$ cat src/hw/rtl/hgp_div.sv
`default_nettype none
// ----------------------------------------------------------------------------
// hgp_div: pipelined floor division
// signed dividend by unsigned nonzero divisor, one quotient bit per stage
// ----------------------------------------------------------------------------
module hgp_div #(
  parameter int DW = 23,
  parameter int VW = 20,
  parameter int SW = 24
) (
  input  logic                 clk,
  input  logic                 rst_n,
  input  logic                 en,
  input  logic                 in_vld,
  input  logic signed [DW:0]   dvd_i,
  input  logic [VW-1:0]        dvs_i,
  input  logic [SW-1:0]        side_i,
  output logic                 out_vld,
  output logic signed [DW:0]   quo_o,
  output logic [SW-1:0]        side_o
);

  logic [VW-1:0] rem_r  [DW];
  logic [DW-1:0] dvd_r  [DW];
  logic [DW-1:0] quo_r  [DW+1];
  logic          neg_r  [DW+1];
  logic [SW-1:0] side_r [DW+1];
  logic [DW:0]   vld_r;

  always_ff @(posedge clk) begin
    if (!rst_n) begin
      vld_r <= '0;
    end else if (en) begin
      vld_r <= {vld_r[DW-1:0], in_vld};
    end
  end

  // floor(a/b) for negative a is ~(~a / b)
  always_ff @(posedge clk) begin
    if (en) begin
      rem_r[0]  <= '0;
      dvd_r[0]  <= dvd_i[DW] ? ~dvd_i[DW-1:0] : dvd_i[DW-1:0];
      quo_r[0]  <= '0;
      neg_r[0]  <= dvd_i[DW];
      side_r[0] <= side_i;
    end
  end

  for (genvar s = 0; s < DW; s++) begin : g_stage
    logic [VW:0]   trial;
    logic [VW:0]   diff;
    logic          ge;
    logic [VW-1:0] rem_nxt;

    always_comb begin
      trial   = {rem_r[s], dvd_r[s][DW-1]};
      diff    = trial - {1'b0, dvs_i};
      ge      = trial >= {1'b0, dvs_i};
      rem_nxt = ge ? diff[VW-1:0] : trial[VW-1:0];
    end

    if (s < DW - 1) begin : g_more
      always_ff @(posedge clk) begin
        if (en) begin
          rem_r[s+1] <= rem_nxt;
          dvd_r[s+1] <= {dvd_r[s][DW-2:0], 1'b0};
        end
      end
    end

    always_ff @(posedge clk) begin
      if (en) begin
        quo_r[s+1]  <= {quo_r[s][DW-2:0], ge};
        neg_r[s+1]  <= neg_r[s];
        side_r[s+1] <= side_r[s];
      end
    end
  end

  assign out_vld = vld_r[DW];
  assign quo_o   = neg_r[DW] ? ~{1'b0, quo_r[DW]} : {1'b0, quo_r[DW]};
  assign side_o  = side_r[DW];

endmodule
`default_nettype wire

$ cat config.mk
export PLATFORM = sky130hd
export DESIGN_NAME = hgp_div
export DESIGN_NICKNAME = d
export VERILOG_FILES = /design/src/hw/rtl/hgp_div.sv
export SDC_FILE = /design/constraint.sdc
export NUM_CORES = 2
export LEC_CHECK = 0
export BUFFER_PORTS_ARGS = -buffer_cell sky130_fd_sc_hd__clkbuf_2
export CELL_PAD_IN_SITES_DETAIL_PLACEMENT = 1
export CELL_PAD_IN_SITES_GLOBAL_PLACEMENT = 1
export CORE_UTILIZATION = 50
export DETAILED_ROUTE_END_ITERATION = 8
export PLACE_DENSITY = 0.81
export SLEW_MARGIN = 20
export SYNTH_ARGS = -nofsm -noshare
export SYNTH_HDL_FRONTEND = slang
export SYNTH_SLANG_ARGS = --single-unit
$ cat constraint.sdc
create_clock -name clk -period 6.1 [get_ports clk]
set_clock_uncertainty 0.15 [all_clocks]
set_input_delay 1.22 -clock clk [delete_from_list [all_inputs] [get_ports clk]]
set_output_delay 1.22 -clock clk [all_outputs]
set_load 0.01 [all_outputs]
=== After elaboration in Yosys (flattened, before gate mapping) ===
Memory sizes are Yosys's and may differ from the RTL's.
Index checks and enable logic that the tools add are counted.

* Input port bits: 72
* Register bits: 24
* Memory bits (writable): 2141
* Memories kept: 5
* Output and inout bits: 49
* Word-level logic and storage cells: 79

{| class="wikitable"
|+ Memory list
! name !! depth !! bits a word !! rd ports !! clocked after memory_dff !! wr ports !! RTL line !! text
|-
| side_r || 24 || 24 || 24 || 0 || 24 || 27 || <nowiki>logic [SW-1:0] side_r [DW+1];</nowiki>
|-
| quo_r || 24 || 23 || 24 || 0 || 24 || 25 || <nowiki>logic [DW-1:0] quo_r [DW+1];</nowiki>
|-
| dvd_r || 23 || 23 || 23 || 0 || 23 || 24 || <nowiki>logic [DW-1:0] dvd_r [DW];</nowiki>
|-
| rem_r || 23 || 20 || 23 || 0 || 23 || 23 || <nowiki>logic [VW-1:0] rem_r [DW];</nowiki>
|-
| neg_r || 24 || 1 || 24 || 0 || 24 || 26 || <nowiki>logic neg_r [DW+1];</nowiki>
|}

* Multiplexer cells: 26
* $lt $le $gt $ge: 23
* Bitwise logic cells: 2
* Add/sub/neg operators: 22

{| class="wikitable"
|+ Operator list
! cell !! count
|-
| $ge A21 B20 Y1 || 23
|-
| $mux W20 || 22
|-
| $sub A20 B20 Y20 || 22
|-
| $mux W24 || 1
|-
| $not A23 Y24 || 1
|-
| $mux W23 || 1
|-
| $not A23 Y23 || 1
|-
| $mux W1 || 2
|}

=== Depth between registers and ports, before layout ===
* Depth in word-level cells: 2
* Mapped depth: 13
* Mapped depth without buffers: 12

=== Worst setup path after synthesis ===
Ideal clock, no wire load.

* Path type: input -> register
* From: in dvs_i[1]
* To: mem rem_r[10][2] (netlist: rem_r[1][42]), data pin
* Data arrival time: 4252 ps
* Path buffers: 1
* Cell stages on the path: 12
* Slack: 1437 ps
* Setup time: 260 ps
* Required time: 5690 ps
* Cells stage by stage: inv_1 -> ha_1 -> nor2b_4 -> o31ai_2 -> a21oi_1 -> a41o_1 -> or3_4 -> a31oi_4 -> a21oi_1 -> or4_4 -> buf_6 -> mux2_4

{| class="wikitable"
|+ RTL lines
! element !! RTL line !! text
|-
| start: declaration || 16 || <nowiki>input logic [VW-1:0] dvs_i,</nowiki>
|-
| end: declaration || 23 ||
|}

==> results.sh <==
export IMPL_grt_pass1_wl_um=273400
export IMPL_wl_um=177400
export IMPL_cts_sinks=1616
export IMPL_cts_setup_buffers=0
export IMPL_netlist_area_um2=74580
export IMPL_start_util=0.5045
export IMPL_vdd_drop_max_mv=0.3330
export IMPL_post_dp_cell_area_um2=78180
export IMPL_setup_viol=0
export IMPL_p_leak_nw=31.74
export IMPL_r2r_start="rem_r[2][40]"
export IMPL_clockBufferDepth=3
export IMPL_worst_setup_path_type="in -> reg"
export IMPL_vias=44680
export IMPL_drt_iter0_drc=2988
export IMPL_cp_start_kind="primary input"
export IMPL_synthArstFlopShare=0
export IMPL_num_rows=141
export IMPL_grt_max_degree=149
export IMPL_synth_top_flop_cell="edfxtp_1"
export IMPL_crit_path_end="rem_r[1][114]"
export IMPL_syn_inst=5293
export IMPL_fill_cells=14270
export IMPL_fin_nets=6114
export IMPL_cp_arrival_ps=5160
export IMPL_drc=0
export IMPL_area_delta_synth_final_pct=12.33
export IMPL_place_congestion=0.8869
export IMPL_setup_tns_final_ps=0
export IMPL_slew_headroom=0.2235
export IMPL_viasPerCell=5.841
export IMPL_fin_area_um2=83780
export IMPL_powerDensity_nw_per_um2=500.0
export IMPL_reg2reg_to="rem_r[2][61]"
export IMPL_r2r_slack_ps=2070
export IMPL_status="finished clean"
export IMPL_cp_max_fo=22
export IMPL_dieHeight_um=388.2
export IMPL_drive_gt1_frac=0.1266
export IMPL_crit_required_ps=6480
export IMPL_finalCritPeriodShare=0.7848
export IMPL_grtUsageTotal=0.2345
export IMPL_clk_pin_slew_ps=60
export IMPL_ff2ff_path_depth=11
export IMPL_synth_cell_types=89
export IMPL_dp_cells=7341
export IMPL_rsz0062_at_grt="no"
export IMPL_numPortBuffers=120
export IMPL_drt_pass1_iterations=7
export IMPL_cts_inserted_buffers=166
export IMPL_dp_hpwl_um=119900
export IMPL_core_area_um2=147800
export IMPL_final_cells=7648
export IMPL_period_needed_ps=4787
export IMPL_cts_hold_buf=0
export IMPL_min_path_type="reg -> reg"
export IMPL_grt_pass1_vias=47400
export IMPL_maxCapViolations=0
export IMPL_cts_resized=0
export IMPL_seq_area_frac_synth=0.6474
export IMPL_wl_per_cell_um=23.20
export IMPL_antenna_found_initial=1
export IMPL_grt_remaining_overflow=0
export IMPL_dieArea_um2=150700
export IMPL_postRouteAntennaNets=0
export IMPL_worstSetupEndpointType="flip-flop"
export IMPL_syn_num_nets=5828
export IMPL_h_tree_depth=4
export IMPL_hold_viol=0
export IMPL_die_width_um=388.2
export IMPL_ios=121
export IMPL_yosysWarnings=0
export IMPL_max_freq_ghz=0.2089
export IMPL_cts_tree="built"
export IMPL_diodes=0
export IMPL_clock_root_buffer="clkbuf_16"
export IMPL_synth_seq_cells=1616
export IMPL_worstSetupStartpoint="dvs_i[2]"
export IMPL_tightest_slew_ps=1165
export IMPL_slew_violations=0
export IMPL_worstSkewPairLatency_ps=830
export IMPL_avgSynthCellArea_um2=14.09
export IMPL_synth_edff_count=1592
routing by layer:
layer  GRT usage  up-vias  part of all wire
li1            -    20850                 -
met1      0.2899    22340              0.41
met2      0.4069     1073              0.50
met3     0.03735      410             0.043
met4      0.1004        0             0.042
met5           0        -                 0
kinds of logic (layout without fill, tap and decap cells):
family	count (synthesis)	count (layout)	share of synthesized area
compound gates	1194	1194	0.1023
xor+xnor	356	356	0.04181
fa+ha+maj	463	463	0.07979
buf+inv	283	708	0.01634
flops	1616	1616	0.6474
mux	236	236	0.03637
simple gates	1145	1145	0.07600
cell type report:
type / count / area [um2] / share of cell area
clock buffer: 188 / 4258 / 0.05082
clock inverter: 119 / 1320 / 0.01576
inverter: 167 / 626.9 / 0.007482
multi-input combinational: 3394 / 25190 / 0.3007
sequential: 1616 / 48290 / 0.5764
tap: 1930 / 2415 / 0.02882
timing repair buffer: 234 / 1684 / 0.02010
report_power, final:
part           leakage, nW  internal [W]  switching [W]
clock                 2.71       0.00589        0.00450
sequential            15.8        0.0151        0.00119
combinational         13.3       0.00670        0.00851
layout by cell type (no fill, tap or decap), types with 18 or more instances in the layout:
| cell type | n |
|---|---|
| o21ai_0 | 266 |
| mux2i_1 | 52 |
| clkbuf_1 | 21 |
| o211ai_1 | 20 |
| mux2_2 | 135 |
| bufinv_16 | 19 |
| o21a_1 | 76 |
| buf_12 | 18 |
| a21boi_0 | 26 |
| xnor2_1 | 189 |
| nor2_1 | 304 |
| nand2b_1 | 57 |
| mux2_4 | 32 |
| a21oi_1 | 351 |
| o21bai_1 | 31 |
| nor4_1 | 23 |
| buf_4 | 97 |
| edfxtp_1 | 1592 |
| nand4_1 | 46 |
| or2_2 | 22 |
| and2_1 | 19 |
| clkbuf_2 | 119 |
| clkbuf_16 | 167 |
| nor3_1 | 84 |
| xor2_1 | 167 |
| nor2b_1 | 94 |
| or3_1 | 32 |
| a21o_1 | 139 |
| and3_1 | 67 |
| a211oi_1 | 37 |
| nand2_1 | 269 |
| nand3_1 | 71 |
| a31oi_1 | 41 |
| dfxtp_1 | 24 |
| o31ai_1 | 34 |
| clkinv_2 | 30 |
| fa_1 | 21 |
| clkinv_1 | 43 |
| ha_1 | 442 |
| inv_1 | 164 |
worst min-delay path by stage:
stage	from	endpoint	slack (ps)	cells past startpoint
2_1_floorplan	dvd_r[0][76]	dvd_r[0][100]	250	0
3_3_place_gp	side_r[1][114]	side_r[1][138]	250	0
3_5_place_dp	side_r[1][62]	side_r[1][86]	260	0
4_1_cts	dvd_r[0][127]	dvd_r[0][151]	250	0
5_1_grt	dvd_r[1][136]	dvd_r[1][160]	250	0
6_report	quo_r[2][71]	quo_r[2][95]	250	0
flip-flops by register name, indices dropped and copies added, names as in the netlist:
register / count
side_r: 576
quo_r: 276
rem_r: 440
neg_r: 24
dvd_r: 276
vld_r: 24
Yosys cell counts (46+ instances only):
master | number | share of area
edfxtp_1 | 1592 | 0.64
ha_1 | 442 | 0.074
a21oi_1 | 353 | 0.024
nor2_1 | 304 | 0.015
nand2_1 | 269 | 0.014
o21ai_0 | 267 | 0.018
xnor2_1 | 189 | 0.022
xor2_1 | 167 | 0.020
inv_1 | 166 | 0.0084
a21o_1 | 139 | 0.014
mux2_2 | 135 | 0.020
nor2b_1 | 94 | 0.0079
nor3_1 | 84 | 0.0056
o21a_1 | 76 | 0.0077
nand3_1 | 71 | 0.0048
and3_1 | 67 | 0.0056
nand2b_1 | 57 | 0.0048
clkbuf_1 | 55 | 0.0028
mux2i_1 | 52 | 0.0070
nand4_1 | 46 | 0.0039
stage by stage:
stage | setup slack, ps | total power (W) | hold WS [ps] | utilization
floorplan | 1437 | 0.02704 | 250.3 | -
global placement | 682.1 | 0.03038 | 250.1 | 0.5288
detailed placement | 535.7 | 0.03122 | 255.1 | 0.5288
CTS | 1377 | 0.04201 | 251.7 | 0.5665
global route | 1129 | 0.04406 | 254.1 | 0.5667
finish | 1313 | 0.04189 | 249.9 | 0.5667
critical path: stages:
cell and delay [ps]:
clkbuf_2 110, inv_1 500, buf_4 260, ha_1 290, o21a_1 200, o31a_1 130
o41ai_1 550, a21oi_1 320, a21bo_2 280, a211o_1 290, a211oi_4 550, buf_4 330
o21ai_0 130
Power figures use the tool's default switching activity.
