**config.mk**
```make
export PLATFORM = sky130hd
export DESIGN_NAME = hgp_tree
export DESIGN_NICKNAME = d
export VERILOG_FILES = /design/src/hw/rtl/hgp_pkg.sv /design/src/hw/rtl/hgp_tree.sv
export SDC_FILE = /design/constraint.sdc
export NUM_CORES = 2
export LEC_CHECK = 0
export BUFFER_PORTS_ARGS = -buffer_cell sky130_fd_sc_hd__buf_2
export CELL_PAD_IN_SITES_DETAIL_PLACEMENT = 1
export CELL_PAD_IN_SITES_GLOBAL_PLACEMENT = 2
export CORE_AREA = 2 2 693 695
export DETAILED_ROUTE_END_ITERATION = 16
export DIE_AREA = 0 0 695 697
export GPL_ROUTABILITY_DRIVEN = 0
export PLACE_DENSITY = 0.65
export SYNTH_ARGS = -nofsm -noshare
export SYNTH_HDL_FRONTEND = slang
export SYNTH_SLANG_ARGS = --single-unit
```
**constraint.sdc**
```tcl
create_clock -name clk -period 3.3 [get_ports clk]
set_input_delay 0.99 -clock clk [delete_from_list [all_inputs] [get_ports clk]]
set_output_delay 0.99 -clock clk [all_outputs]
set_load 0.02 [all_outputs]
```
**src/hw/rtl/hgp_pkg.sv**
```systemverilog
`default_nettype none
// ----------------------------------------------------------------------------
// hgp_pkg: shared types and constants of the hex grid point pick
// field widths, register indexes, candidate record and defaults
// ----------------------------------------------------------------------------
package hgp_pkg;

  localparam int POS_W      = 24;               // signed Q16.8 coordinate
  localparam int CNT_W      = 11;               // grid_rows / grid_columns
  localparam int PITCH_W    = 20;               // Q12.8 pitch
  localparam int RAD_W      = 20;               // Q12.8 radius
  localparam int HIT_W      = 10;               // reported row / column
  localparam int CFG_IDX_W  = 3;
  localparam int CFG_DATA_W = 20;
  localparam int MAG_W      = 23;               // clamped |difference|
  localparam int SQ_W       = 2 * MAG_W;
  localparam int DIST_W     = SQ_W + 1;
  localparam int LIM_W      = 2 * (RAD_W + 1);
  localparam int PROD_W     = CNT_W + 1 + PITCH_W;
  localparam int DIFF_W     = PROD_W + 2;

  localparam logic [MAG_W-1:0]   DIFF_CLAMP = MAG_W'(1 << 22);
  localparam logic [PITCH_W-1:0] PITCH_RST  = PITCH_W'(256);

  localparam logic [CFG_IDX_W-1:0] REG_GRID_ROWS    = 3'd0;
  localparam logic [CFG_IDX_W-1:0] REG_GRID_COLUMNS = 3'd1;
  localparam logic [CFG_IDX_W-1:0] REG_HEX_RADIUS   = 3'd2;
  localparam logic [CFG_IDX_W-1:0] REG_HPITCH       = 3'd3;
  localparam logic [CFG_IDX_W-1:0] REG_VPITCH       = 3'd4;

  localparam int DEF_MAX_ROWS    = 1024;
  localparam int DEF_MAX_COLUMNS = 1024;
  localparam int DEF_SEARCH_SPAN = 5;

  typedef struct packed {
    logic              vld;
    logic [DIST_W-1:0] dsq;
    logic [HIT_W-1:0]  row;
    logic [HIT_W-1:0]  col;
  } hgp_cand_t;

endpackage
`default_nettype wire

```
**src/hw/rtl/hgp_tree.sv**
```systemverilog
`default_nettype none
// ----------------------------------------------------------------------------
// hgp_tree: registered nearest-candidate tree
// keeps the earlier candidate on equal distance, one level per stage
// ----------------------------------------------------------------------------
module hgp_tree #(
  parameter int NC = 25
) (
  input  logic               clk,
  input  logic               rst_n,
  input  logic               en,
  input  logic               in_vld,
  input  hgp_pkg::hgp_cand_t cand_i [NC],
  output logic               out_vld,
  output hgp_pkg::hgp_cand_t cand_o
);
  import hgp_pkg::*;

  localparam int LEVELS = $clog2(NC);
  localparam int P      = 1 << LEVELS;

  hgp_cand_t        lvl [LEVELS+1][P];
  logic [LEVELS-1:0] vld_r;

  always_ff @(posedge clk) begin
    if (!rst_n) begin
      vld_r <= '0;
    end else if (en) begin
      vld_r <= LEVELS'({vld_r, in_vld});
    end
  end

  for (genvar i = 0; i < P; i++) begin : g_leaf
    if (i < NC) begin : g_used
      assign lvl[0][i] = cand_i[i];
    end else begin : g_pad
      assign lvl[0][i] = '0;
    end
  end

  for (genvar l = 0; l < LEVELS; l++) begin : g_lvl
    for (genvar i = 0; i < P; i++) begin : g_node
      if (i < (P >> (l + 1))) begin : g_cmp
        logic take_b;
        always_comb begin
          take_b = lvl[l][2*i+1].vld &&
                   (!lvl[l][2*i].vld || (lvl[l][2*i+1].dsq < lvl[l][2*i].dsq));
        end
        always_ff @(posedge clk) begin
          if (en) begin
            lvl[l+1][i] <= take_b ? lvl[l][2*i+1] : lvl[l][2*i];
          end
        end
      end else begin : g_idle
        assign lvl[l+1][i] = '0;
      end
    end
  end

  assign out_vld = vld_r[LEVELS-1];
  assign cand_o  = lvl[LEVELS][0];

endmodule
`default_nettype wire

```
---- After elaboration in Yosys (flattened, before gate mapping) ----
Index checks and enable logic that the tools add are counted.
cells by class
  magnitude comparators ................... 24
  muxes and demuxes ....................... 24
  reduce and logical (&&, ||, !) cells .... 72
operators with widths
  cell                         count
  two-way mux 68 bit           24
  less-than comparator 47 bit  24
  logical AND 1 bit            24
  zero test 1 bit              24
  logical OR 1 bit             24
word-level totals
  bits in registers ....................... 1841
  input port bits ......................... 1704
  output and inout port bits .............. 69
  word-level logic and storage cells ...... 229

---- Depth between registers and ports, before layout ----
  word-level depth ........................ 4
  depth in mapped cells ................... 12
  gate-level depth less buffers ........... 9

---- Least setup slack after synthesis ----
No wires, ideal clock.
  path kind ............................... input to register
  from .................................... input port cand_i[160] (netlist bit)
  to ...................................... register lvl[10101] (netlist bit) (data pin)
  library setup time ...................... 0.262 ns
  arrival time ............................ 3.190 ns
  data required time ...................... 3.038 ns
  setup slack ............................. -0.152 ns
  stages .................................. 11
  buffers on the path ..................... 2
  cells stage by stage .................... inv_1 -> ha_1 -> a21o_1 -> a21o_1 -> a221o_1 -> a211o_1 -> a41oi_1 -> a32oi_1 -> buf_2 -> buf_4 -> mux2_1
between the ends
  cells in the longest elaborated chain, start to end .. 4
RTL lines
  element                         line            RTL
  start: declaration              hgp_tree.sv:13  input hgp_pkg::hgp_cand_t cand_i [NC],
  less-than comparator 47 bit     hgp_tree.sv:47  (!lvl[l][2*i].vld || (lvl[l][2*i+1].dsq < lvl[l][2*i].dsq));
  logical OR 1 bit                hgp_tree.sv:47
  logical AND 1 bit               hgp_tree.sv:46  take_b = lvl[l][2*i+1].vld &&
  two-way mux 68 bit              hgp_tree.sv:51  lvl[l+1][i] <= take_b ? lvl[l][2*i+1] : lvl[l][2*i];
  end signal: indexed assignment  hgp_tree.sv:51
  end: declaration                hgp_tree.sv:22  hgp_cand_t lvl [LEVELS+1][P];
No other way between the ends.
A chain may end at the register's enable or synchronous reset.

---- Worst setup path in the final report ----
  from .................................... register lvl[4278] (netlist bit)
  to ...................................... register lvl (netlist bit cand_o[11]) (data pin)
between the ends
  cells in the longest elaborated chain, start to end .. 4
RTL lines
  element                      line
  less-than comparator 47 bit  hgp_tree.sv:47
  logical OR 1 bit             hgp_tree.sv:47
  logical AND 1 bit            hgp_tree.sv:46
  two-way mux 68 bit           hgp_tree.sv:51
No other way between the ends.

==> tab_implementation.tex <==
\begin{tabular}{lr}
\hline
Metric & Value \\
\hline
\multicolumn{2}{l}{\textbf{CTS}} \\
TritonCTS clock tree & done \\
TritonCTS buffer count & between 200 and 250 \\
Maximum level of the CTS H-tree & 4 \\
Clock insertion delay at the later pin of the skew report & 0.96 ns \\
Root buf cell & clkbuf\_16 \\
Hold-fix buffers at CTS & 0 \\
Sinks on the clock net & between 1500 and 2000 \\
Deepest clock path buffer count & 4 \\
Clock slew seen by the registers of the worst setup and hold paths & $\sim$0.06 ns \\
\multicolumn{2}{l}{\textbf{Power}} \\
Pleak & 62.0 nW \\
Worst supply voltage drop on vdd & between 0.5 and 0.6 mV \\
Power per unit of standard cell area & $\sim$550 mW/mm² \\
\multicolumn{2}{l}{\textbf{Drt}} \\
Average routed wire per standard cell & about 28 µm \\
Final wirelength & around 500000 µm \\
Iteration count of the initial detailed-routing pass & 5 \\
Average vias per placed instance & 4.45 \\
Count of vias placed by the detailed router & roughly 80000 \\
First-iteration detailed-routing DRC count & about 4600 \\
Detail Route Antenna Nets & 0 \\
Residual DRC & 0 \\
\multicolumn{2}{l}{\textbf{Worst setup path}} \\
Critical Path Max Stage Delay & 0.58 ns \\
Maximum fanout encountered on the critical timing path & 8 \\
Data required time at the worst endpoint & between 3 and 4 ns \\
Kind of launch point of the worst setup path & register \\
Kind of cell adding the most delay to the critical path & simple AND/OR/NAND/NOR gates \\
Most numerous cell on the critical path & buf\_16 \\
Type of the setup path with the least slack & register to register \\
Standard cell with the maximum stage delay on the critical path & edfxtp\_1 \\
Crit path cell chain & ha\_4, and2\_1, nand4\_1, nor4\_2, buf\_4, nor4bb\_4, a221oi\_4, o21ai\_4, buf\_12, buf\_16, buf\_16, mux2\_4 \\
Worst reg-to-reg setup slack & -0.19 ns \\
Buffers \& Inverters on Critical Path & 4 \\
Critical Path End Type & register \\
Data arrival at the endpoint of the critical path & 4.18 ns \\
\multicolumn{2}{l}{\textbf{Cells and area}} \\
Number of inserted filler cells in the final layout & roughly 53000 \\
Synthesis-to-finish area growth & 34.6\% \\
Number of nets in the finished design & between 10000 and 15000 \\
Proportion of layout cells with a drive suffix above 1 & 0.376 \\
Area taken by multi-input logic gates & $\sim$0.047 mm² \\
Seq. cell area & approximately 0.055 mm² \\
\multicolumn{2}{l}{\textbf{STA}} \\
Final critical path time including I/O delays and setup & roughly 3.5 ns \\
Headroom to the max-slew limit & 0.448 \\
Final Hold Violating Endpoints & 0 \\
RSZ-0062 raised after global routing & yes \\
Final-report max-slew violation count & 0 \\
Post-layout worst setup margin & -0.188 ns \\
Share of the clock period used by the worst path after layout & 1.06 \\
Measured slew at the worst slew-check pin & 0.807 ns \\
Worst clock skew & 0.0896 ns \\
Maximum clock frequency & $\sim$290 MHz \\
Count of final setup violators & around 120 \\
Hold slack & around 0.22 ns \\
\multicolumn{2}{l}{\textbf{Run}} \\
Max-cap violation count & 0 \\
\multicolumn{2}{l}{\textbf{Synth}} \\
Fraction of synthesized cell area taken by the top area cell type & 0.520 \\
Most area-consuming cells after synthesis & edfxtp\_1 52\%, ha\_1 13\%, mux2\_1 8.6\% \\
Post-synth design cell area & roughly 0.11 mm² \\
Synthesized area divided by synthesized cell count & around 12 µm² \\
Count of mapped cells out of synthesis & approximately 8500 \\
Total of flip-flops plus latches after synthesis & around 1800 \\
Number of synthesized flops with an enable pin & $\sim$1800 \\
Yosys synthesis warning count & 0 \\
Sequential cell area fraction in the yosys report & 0.521 \\
Post-Syn Nets & about 11000 \\
Unique masters post-synth & 64 \\
Most frequent cell after synthesis & edfxtp\_1 \\
Most instantiated cells after synthesis & 1836 x edfxtp\_1, 1187 x inv\_1, 1104 x ha\_1 \\
Main flop type after synthesis & edfxtp\_1 \\
Leading area contributor after synthesis & edfxtp\_1 \\
Fraction of registers with async set or reset after synthesis & 0 \\
\multicolumn{2}{l}{\textbf{Run status}} \\
Violated checks & negative setup slack \\
Result of the run & finished with violations \\
\multicolumn{2}{l}{\textbf{Floorplanning}} \\
Placeable Area & around 0.48 mm² \\
Initial Utilization & 0.222 \\
Vertical extent of the die & $\sim$700 µm \\
Horizontal die dimension & approximately 700 µm \\
Area enclosed by the die boundary & 0.484 mm² \\
Top-level I/O count & $\sim$1800 \\
Number of core rows & around 250 \\
\multicolumn{2}{l}{\textbf{Placement}} \\
Port-buffer cells & roughly 1800 \\
Minimum setup slack after placement & -1.20 ns \\
HPWL reported at the end of detailed placement & approximately 400000 µm \\
\multicolumn{2}{l}{\textbf{Global routing}} \\
Antenna violations before repair & approximately 320 \\
Via count of the first global-routing pass & between 80000 and 90000 \\
GR Overflow Total & 0 \\
Overall Global Routing Usage & 0.199 \\
Largest net degree at the start of global routing & 100 \\
First-pass GRT wire length & approximately 670000 µm \\
\multicolumn{2}{l}{\textbf{Worst hold path}} \\
Hold Path Class & input pin to register \\
\hline
\end{tabular}
per-stage QoR:
| step | power [mW] | utilization | setup TNS, ns | cells | instance area, µm² |
|---|---|---|---|---|---|
| 6_report | 78.1 | 0.299 | -7.19 | 17900 | 143000 |
| 5_1_grt | 81.6 | 0.299 | -21.48 | 17900 | 143000 |
| 4_1_cts | 78.5 | 0.295 | -11.54 | 17800 | 141000 |
| 3_5_place_dp | 48.2 | 0.273 | -722.56 | 17300 | 130000 |
| 3_3_place_gp | 48.0 | 0.273 | -661.98 | 17300 | 130000 |
| 2_1_floorplan | 38.7 | - | -1.05 | 8543 | 106000 |
timing repair:
item / CTS / global route
buffers inserted: 42 / 48
gates resized for setup: 315 / 338
cloned: 17 / 23
setup endpoints to repair: 790 / 666
pin swaps: 49 / 65
hold endpoints to repair: 0 / 0
where the power goes:
| group | switching [mW] | internal [mW] | total [mW] |
|---|---|---|---|
| clock network | 11.6 | 16.9 | 28.5 |
| registers | 2.12 | 29.3 | 31.5 |
| logic | 9.51 | 8.68 | 18.2 |
cells by family after synthesis:
kind of cell | count (synthesis) | synth area share
muxes | 1479 | 0.157
AOI/OAI and AO/OA | 1194 | 0.0675
and+or+nand+nor | 1383 | 0.0643
DFF | 1841 | 0.521
buffers and inverters | 1542 | 0.0598
adders and majority gates | 1104 | 0.130
layout by cell type, fill, tap and decap left out, drive strengths merged, types with 272 or more instances in the layout:
| cell type | netlist | final |
|---|---|---|
| a21oi | 411 | 411 |
| inv | 1187 | 1193 |
| nand2 | 481 | 481 |
| clkbuf | 143 | 287 |
| mux2 | 1474 | 1474 |
| nand4 | 272 | 272 |
| o21ai | 321 | 321 |
| nand3 | 343 | 343 |
| edfxtp | 1836 | 1836 |
| ha | 1104 | 1104 |
| buf | 212 | 2767 |
metal layers:
layer	share of wire	routed length, µm	global-route usage
met5	0.0015	769	0
met4	0.039	19800	0.0602
met3	0.049	24900	0.0330
met2	0.53	268000	0.382
met1	0.38	190000	0.221
registers in the layout, summed over array words and instances (netlist names):
| register | cells |
|---|---|
| cand_o | 68 |
| lvl | 1768 |
| vld_r | 5 |
area by class of cell:
| type | instances | share of cell area |
|---|---|---|
| Clock inverter | 171 | 0.0161 |
| Sequential cell | 1841 | 0.387 |
| Multi-Input combinational cell | 5160 | 0.328 |
| Clock buffer | 268 | 0.0427 |
| Timing Repair Buffer | 2789 | 0.137 |
| Antenna cell | 121 | 0.00212 |
| Inverter | 1187 | 0.0312 |
| Tap cell | 6400 | 0.0561 |
final timing paths:
check,to,cells past startpoint,from
max,cand_o[11],12,lvl[4278]
min,lvl[10014],1,cand_i[18]
max reg2reg,cand_o[11],12,lvl[4278]
min reg2reg,lvl[8228],0,lvl[9996]
No activity file was read; power rests on OpenSTA's default activity.
